==> config.mk <==
export PLATFORM = sky130hd
export DESIGN_NAME = rstu_seq
export DESIGN_NICKNAME = d
export VERILOG_FILES = /design/src/rtl/range_sum_point_update_tree_defines.svh /design/src/rtl/rstu_pkg.sv /design/src/rtl/rstu_seq.sv
export SDC_FILE = /design/constraint.sdc
export NUM_CORES = 1
export LEC_CHECK = 0
export ABC_AREA = 1
export BUFFER_PORTS_ARGS = -buffer_cell sky130_fd_sc_hd__buf_2
export CAP_MARGIN = 10
export CORE_AREA = 2 2 193 195
export CTS_CLUSTER_SIZE = 40
export DETAILED_ROUTE_END_ITERATION = 16
export DIE_AREA = 0 0 195 197
export SLEW_MARGIN = 10
export SYNTH_ARGS = -nofsm -noshare
export SYNTH_HDL_FRONTEND = slang
export SYNTH_SLANG_ARGS = --single-unit
==> constraint.sdc <==
create_clock -name clk -period 11.65 [get_ports clk]
set_clock_uncertainty 0.2 [all_clocks]
set_input_delay 0.5825 -clock clk [delete_from_list [all_inputs] [get_ports clk]]
set_output_delay 0.5825 -clock clk [all_outputs]
set_load 0.005 [all_outputs]
==> src/rtl/range_sum_point_update_tree_defines.svh <==
// Assertion macros for the range-sum tree.
`ifndef RANGE_SUM_POINT_UPDATE_TREE_DEFINES_SVH
`define RANGE_SUM_POINT_UPDATE_TREE_DEFINES_SVH

`ifndef SYNTHESIS
`define RSTU_ASSERT_IMP(lbl, clk, rstn, ante, cons, msg) \
	lbl: assert property (@(posedge clk) disable iff (!rstn) (ante) |-> (cons)) else $error(msg);
`define RSTU_ASSERT_NXT(lbl, clk, rstn, ante, cons, msg) \
	lbl: assert property (@(posedge clk) disable iff (!rstn) (ante) |=> (cons)) else $error(msg);
`else
`define RSTU_ASSERT_IMP(lbl, clk, rstn, ante, cons, msg)
`define RSTU_ASSERT_NXT(lbl, clk, rstn, ante, cons, msg)
`endif

`endif

==> src/rtl/rstu_pkg.sv <==
package rstu_pkg;

	localparam int IDX_W = 10;
	localparam int VAL_W = 32;
	localparam int SUM_W = 42;

	typedef logic [SUM_W-1:0] sum_t;

	typedef enum logic {
		REQ_WRITE = 1'b0,
		REQ_QUERY = 1'b1
	} req_kind_t;

	// result handed from the sequencer to the output register
	typedef struct packed {
		logic valid;
		sum_t total;
	} res_t;

	function automatic sum_t sext_val(input logic signed [VAL_W-1:0] v);
		return SUM_W'(v);
	endfunction

endpackage

==> src/rtl/rstu_seq.sv <==
module rstu_seq #(
	parameter int NUM_ELEMS = 1024,
	parameter int AW        = 11
) (
	input  logic                              clk,
	input  logic                              arst_n,
	input  logic                              in_valid,
	output logic                              in_ready,
	input  logic                              req_type,
	input  logic [rstu_pkg::IDX_W-1:0]        elem_index,
	input  logic signed [rstu_pkg::VAL_W-1:0] elem_value,
	input  logic [rstu_pkg::IDX_W-1:0]        range_start,
	input  logic [rstu_pkg::IDX_W-1:0]        range_end,
	output rstu_pkg::res_t                    res,
	input  logic                              res_ready,
	output logic                              we,
	output logic [AW-1:0]                     waddr,
	output rstu_pkg::sum_t                    wdata,
	output logic [AW-1:0]                     raddr0,
	output logic [AW-1:0]                     raddr1,
	input  rstu_pkg::sum_t                    rdata0,
	input  rstu_pkg::sum_t                    rdata1
);
	import rstu_pkg::*;

	// query bounds reach 2*NUM_ELEMS, one bit past the address range
	localparam int          PW   = AW + 1;
	localparam logic [31:0] N32  = 32'(NUM_ELEMS);
	localparam logic [AW-1:0] CLR_LAST = AW'(2 * NUM_ELEMS - 1);
	localparam logic [AW-1:0] ROOT     = AW'(1);

	typedef enum logic [2:0] {
		ST_CLEAR,
		ST_IDLE,
		ST_UPD,
		ST_QRY,
		ST_DONE
	} state_t;

	state_t         state_q;
	logic [AW-1:0]  clr_q;
	logic           rv0_q;
	logic           rv1_q;
	logic [AW-1:0]  pos_q;
	sum_t           cur_q;
	logic [PW-1:0]  l_q;
	logic [PW-1:0]  r_q;
	sum_t           acc_q;

	logic           acc_wr;
	logic           acc_qry;
	logic [31:0]    idx32;
	logic [31:0]    lo32;
	logic [31:0]    hi32;
	logic [31:0]    hic32;
	logic           idx_ok;
	logic           q_empty;
	logic [AW-1:0]  leaf;
	logic [AW-1:0]  parent;
	sum_t           upd_sum;
	sum_t           acc_add;
	logic [PW-1:0]  l_nx;
	logic [PW-1:0]  r_nx;
	logic [PW-1:0]  r_m1;
	logic [PW-1:0]  l_init;
	logic [PW-1:0]  r_init;

	assign in_ready = (state_q == ST_IDLE);
	assign acc_wr   = in_valid && in_ready && (req_type == REQ_WRITE);
	assign acc_qry  = in_valid && in_ready && (req_type == REQ_QUERY);

	assign idx32   = 32'(elem_index);
	assign lo32    = 32'(range_start);
	assign hi32    = 32'(range_end);
	assign idx_ok  = idx32 < N32;
	assign q_empty = (lo32 > hi32) || (lo32 >= N32);
	assign hic32   = (hi32 >= N32) ? (N32 - 32'd1) : hi32;
	assign leaf    = AW'(idx32 + N32);
	assign l_init  = PW'(lo32 + N32);
	assign r_init  = PW'(hic32 + N32 + 32'd1);

	assign parent  = pos_q >> 1;
	assign upd_sum = cur_q + rdata0;

	assign l_nx    = l_q + PW'(l_q[0]);
	assign r_nx    = r_q - PW'(r_q[0]);
	assign r_m1    = r_q - PW'(1);
	assign acc_add = acc_q + (rv0_q ? rdata0 : '0) + (rv1_q ? rdata1 : '0);

	assign res.valid = (state_q == ST_DONE);
	assign res.total = acc_q;

	// memory port steering; the sibling of node p is p^1
	always_comb begin
		we     = 1'b0;
		waddr  = '0;
		wdata  = '0;
		raddr0 = '0;
		raddr1 = '0;
		unique case (state_q)
			ST_CLEAR: begin
				we    = 1'b1;
				waddr = clr_q;
			end
			ST_IDLE: begin
				we     = acc_wr && idx_ok;
				waddr  = leaf;
				wdata  = sext_val(elem_value);
				raddr0 = {leaf[AW-1:1], ~leaf[0]};
			end
			ST_UPD: begin
				we     = 1'b1;
				waddr  = parent;
				wdata  = upd_sum;
				raddr0 = {parent[AW-1:1], ~parent[0]};
			end
			ST_QRY: begin
				raddr0 = l_q[AW-1:0];
				raddr1 = r_m1[AW-1:0];
			end
			ST_DONE: begin
			end
			default: begin
			end
		endcase
	end

	always_ff @(posedge clk or negedge arst_n) begin
		if (!arst_n) begin
			state_q <= ST_CLEAR;
			clr_q   <= '0;
			rv0_q   <= 1'b0;
			rv1_q   <= 1'b0;
		end else begin
			unique case (state_q)
				ST_CLEAR: begin
					clr_q <= clr_q + AW'(1);
					if (clr_q == CLR_LAST) begin
						state_q <= ST_IDLE;
					end
				end
				ST_IDLE: begin
					rv0_q <= 1'b0;
					rv1_q <= 1'b0;
					if (acc_wr && idx_ok) begin
						state_q <= ST_UPD;
					end else if (acc_qry) begin
						state_q <= q_empty ? ST_DONE : ST_QRY;
					end
				end
				ST_UPD: begin
					if (parent == ROOT) begin
						state_q <= ST_IDLE;
					end
				end
				ST_QRY: begin
					if (l_q < r_q) begin
						rv0_q <= l_q[0];
						rv1_q <= r_q[0];
					end else begin
						rv0_q   <= 1'b0;
						rv1_q   <= 1'b0;
						state_q <= ST_DONE;
					end
				end
				ST_DONE: begin
					if (res_ready) begin
						state_q <= ST_IDLE;
					end
				end
				default: state_q <= ST_IDLE;
			endcase
		end
	end

	always_ff @(posedge clk) begin
		case (state_q)
			ST_IDLE: begin
				pos_q <= leaf;
				cur_q <= sext_val(elem_value);
				l_q   <= l_init;
				r_q   <= r_init;
				acc_q <= '0;
			end
			ST_UPD: begin
				pos_q <= parent;
				cur_q <= upd_sum;
			end
			ST_QRY: begin
				acc_q <= acc_add;
				l_q   <= l_nx >> 1;
				r_q   <= r_nx >> 1;
			end
			default: begin
			end
		endcase
	end

endmodule

==> metrics.md <==
| Metric | Value |
|---|---|
| Routed Wire Length | about 52000 um |
| Tot GR Track Use | 0.269 |
| Post-DP Area | 16200 um2 |
| FILL cells | approximately 3900 |
| P_int | between 1.5 and 2 mW |
| Final HPWL DP | 43100 um |
| First-pass GRT wire length | around 79000 um |
| Top cell family by delay on the critical path | buffers and inverters |
| Via density per instance | approximately 5.0 |
| Initial antenna violation count | 13 |
| Routability cong. | 0.953 |
| Top-area cell type share of the netlist area | 0.244 |
| Syn nets | roughly 2500 |
| Synth unique cells | 44 |
| Root Driver | clkbuf_16 |
| Yosys warns | 0 |
| Maximum fanout along the worst path | 69 |
| Crit end category | output pin |
| DR WL/cell | between 15 and 20 um |
| Net switching power | a little over 2 mW |
| Crit. path cell count | 9 |
| Worst EP required | between 10 and 15 ns |
| Final Hold Fails | 0 |
| H-tree levels | 4 |
| Most frequent cell after synthesis | nand2_1 |
| Total congestion overflow | 0 |
| Synth Cell Area | 14400 um2 |
| Leading area contributor after synthesis | edfxtp_1 |
| Cells after Synth | between 2000 and 2500 |
| Largest net degree at the start of global routing | just under 80 |
| Worst reg2reg path depth | 17 |
| Tcrit/Tclk final | 0.391 |
| Worst Path Buf+Inv | 5 |
| First DRT Iteration DRCs | around 1000 |
| Max stage delay on crit path | about 0.7 ns |
| CTS resizes | 0 |
| #FFs+latches synth | roughly 130 |
| FF-to-FF Start | rv0_q$_DFFE_PN0P_ |
| Number of antenna-violating nets in the routed design | 0 |
| Drt drc | 0 |
| Core footprint | 36300 um2 |
| Longest Clk Path Bufs | 2 |
| Post-CTS Setup Bufs | 0 |
| Crit-path cells | inv_1, nor2_4, buf_4, inv_2, nor2_8, inv_2, a21oi_1, o21a_1, buf_2 |
| Top area cells in the synthesized netlist | edfxtp_1, nand2_1, inv_1 |
| Clk_lat worst skew | ~0.43 ns |
| First-pass DRT Iterations | 6 |
| Sw frac | 0.508 |
| Pwr dens | 239 nW/um2 |
| Number of global-route vias before repair | 14400 |
| Post-route cell area | between 15000 and 20000 um2 |
| Layout cells sized above 1 | 0.136 |
| Unrepaired setup endpoints after global routing | false |
| Slowest cell on the critical path | buf_4 |
| Combinational Power Share | 0.615 |
| Die Ht | 197 um |
| Fmax | ~220 MHz |
| HP Class | in2reg |
| Total Nets Final | 2780 |
| Asr flop ratio synth | 0.120 |
| Worst slew margin | 0.373 |
| TritonCTS Buffers | 17 |
| Slew Limit Fails | 0 |
| Port-buffer cells | 270 |
| Setup_tns | 0 ns |
| Via count | 14900 |
| Final Power | between 4 and 5 mW |
| IO Pins | 271 |
| Measured slew at the worst slew-check pin | ~0.94 ns |
| Syn avg cell area | around 6.5 um2 |
| CTS tree | done |
| Worst R2R End | acc_q[33]$_SDFFCE_PN0P_ |
| Most frequent cells after synthesis | nand2_1, inv_1, nor2_1 |
| Final setup fails | 0 |
| Fin Hold WS | between 0.2 and 0.3 ns |
| WP data arrival | 3.77 ns |
| Crit path time final | about 4.6 ns |
| Max-cap violation count | 0 |
| Clock Power Share | 0.150 |
| Post-CTS Hold Fix Bufs | 1 |
| R2R setup slack | a little under 8 ns |
| Run status | complete, no violations |
| Rows | 70 |
| Post-synth EDFFs | between 100 and 150 |
| Setup CP Type | reg2out |
| Die area | between 30000 and 40000 um2 |
| Die width | 195 um |
| Clk sink count | ~130 |
| Termination of the worst setup path | raddr1[6] |
| Worst Setup SP | state_q[0]$_DFFE_PN0P_ |
| Area grow syn2layout | 17.2% |
| Pleak | between 9 and 10 nW |
| Clock Pin Slew Worst Setup and Hold Paths | 0.06 ns |
| CP startpoint kind | flip-flop |
| Final core utilization | 0.465 |
| Top FF cell, synth | edfxtp_1 |
| Sequential Power Share | 0.235 |
| Register area share after synthesis | 0.272 |
| Peak supply drop | 0.130 mV |
| Crit-path most repeated cell | inv_2 |
| Initial Utilization | 0.397 |
[worst reg2reg max path: stages, from the launching register on]
cell	delay, ns
dfrtp_1	0.49
buf_4	0.28
nand2_1	0.10
inv_1	0.05
fa_1	0.51
ha_1	0.21
inv_1	0.07
fa_1	0.39
inv_1	0.15
nand3_1	0.08
nand3_1	0.17
nand2_1	0.10
nand2_1	0.16
nand2_1	0.08
nand3_1	0.32
nand2_1	0.13
a21oi_1	0.16
nor2_1	0.06
[power groups by stage]
stage          Combinational [mW]  Clock [mW]  Sequential [mW]
3_3_place_gp                 2.44           0            0.952
2_1_floorplan                1.67           0            0.919
6_report                     2.49       0.605            0.949
3_5_place_dp                 2.46           0            0.961
5_1_grt                      2.82       0.628            0.976
4_1_cts                      2.47       0.614            0.951
[cells in the final DEF, fill, tap and decap left out, types with 3 or more instances in the layout]
cell,Yosys,final
clkinvlp_4,0,4
a21oi_1,129,129
xor2_1,18,18
fa_1,43,43
a31oi_1,6,6
o21bai_1,9,9
nor4_1,3,3
nor2_4,3,3
edfxtp_1,117,117
inv_1,415,415
clkbuf_8,0,3
dfrtp_1,16,16
nor2_1,210,210
nand4_1,11,11
nand3_1,125,125
o21ai_1,11,11
a21o_1,4,4
ha_1,105,105
o21a_1,5,5
nand2_1,743,742
buf_2,16,270
diode_2,0,7
clkbuf_16,0,17
bufinv_16,0,4
o21ai_0,140,140
or2_2,11,11
nor3_1,25,25
buf_4,2,5
nand3b_1,3,3
inv_2,5,5
xnor2_1,4,4
[cell families after synthesis]
family                   synth area share
AND/OR/NAND/NOR                     0.325
buffers and inverters               0.124
AO/OA/AOI/OAI                       0.115
adder cells (fa/ha/maj)             0.151
flip-flops                          0.272
XOR/XNOR                           0.0134
[stage by stage]
stage / worst slack (ns) / instances
after detailed placement: 7.17 / 2928
final: 7.09 / 2969
after global routing: 6.70 / 2963
after global placement: 7.26 / 2928
after floorplan: 7.64 / 2223
after CTS: 6.99 / 2961
[area by class of cell]
type                       instances  area (um2)  share of cell area
multi-input combinational       1631        8700               0.516
sequential                       133        3910               0.232
inverter                         421        1580              0.0938
timing repair buffer             277        1430              0.0845
tap                              468         586              0.0347
clock buffer                      21         470              0.0279
clock inverter                    11         173              0.0102
antenna                            7        17.5             0.00104
[state kept, by name, summed over array words and instances, names as in the netlist]
signal and flops:
acc_q 42, clr_q 11, cur_q 42, l_q 11, pos_q 10, r_q 12
rv0_q 1, rv1_q 1, state_q 3
[worst min-delay path by stage]
| stage | depth (start not counted) | to | startpoint | slack [ns] |
|---|---|---|---|---|
| after floorplan | 0 | clr_q[0]$_DFFE_PN0N_ | arst_n | 0.09 |
| after global placement | 1 | clr_q[9]$_DFFE_PN0N_ | clr_q[9]$_DFFE_PN0N_ | 0.29 |
| after detailed placement | 1 | clr_q[9]$_DFFE_PN0N_ | clr_q[9]$_DFFE_PN0N_ | 0.29 |
| after CTS | 3 | cur_q[29]$_DFFE_PP_ | elem_value[29] | 0.24 |
| after global routing | 3 | cur_q[30]$_DFFE_PP_ | elem_value[30] | 0.27 |
| final | 3 | l_q[3]$_DFFE_PP_ | range_start[3] | 0.26 |
[metal layers]
metal / wire length (um) / vias to the layer above / global-route usage
met5: 88 / - / 0
met4: 1570 / 14 / 0.0964
met3: 3900 / 84 / 0.0546
met2: 23800 / 512 / 0.452
met1: 22400 / 6787 / 0.343
li1: - / 7552 / -
Note: power is estimated with default switching activity, not from simulation.
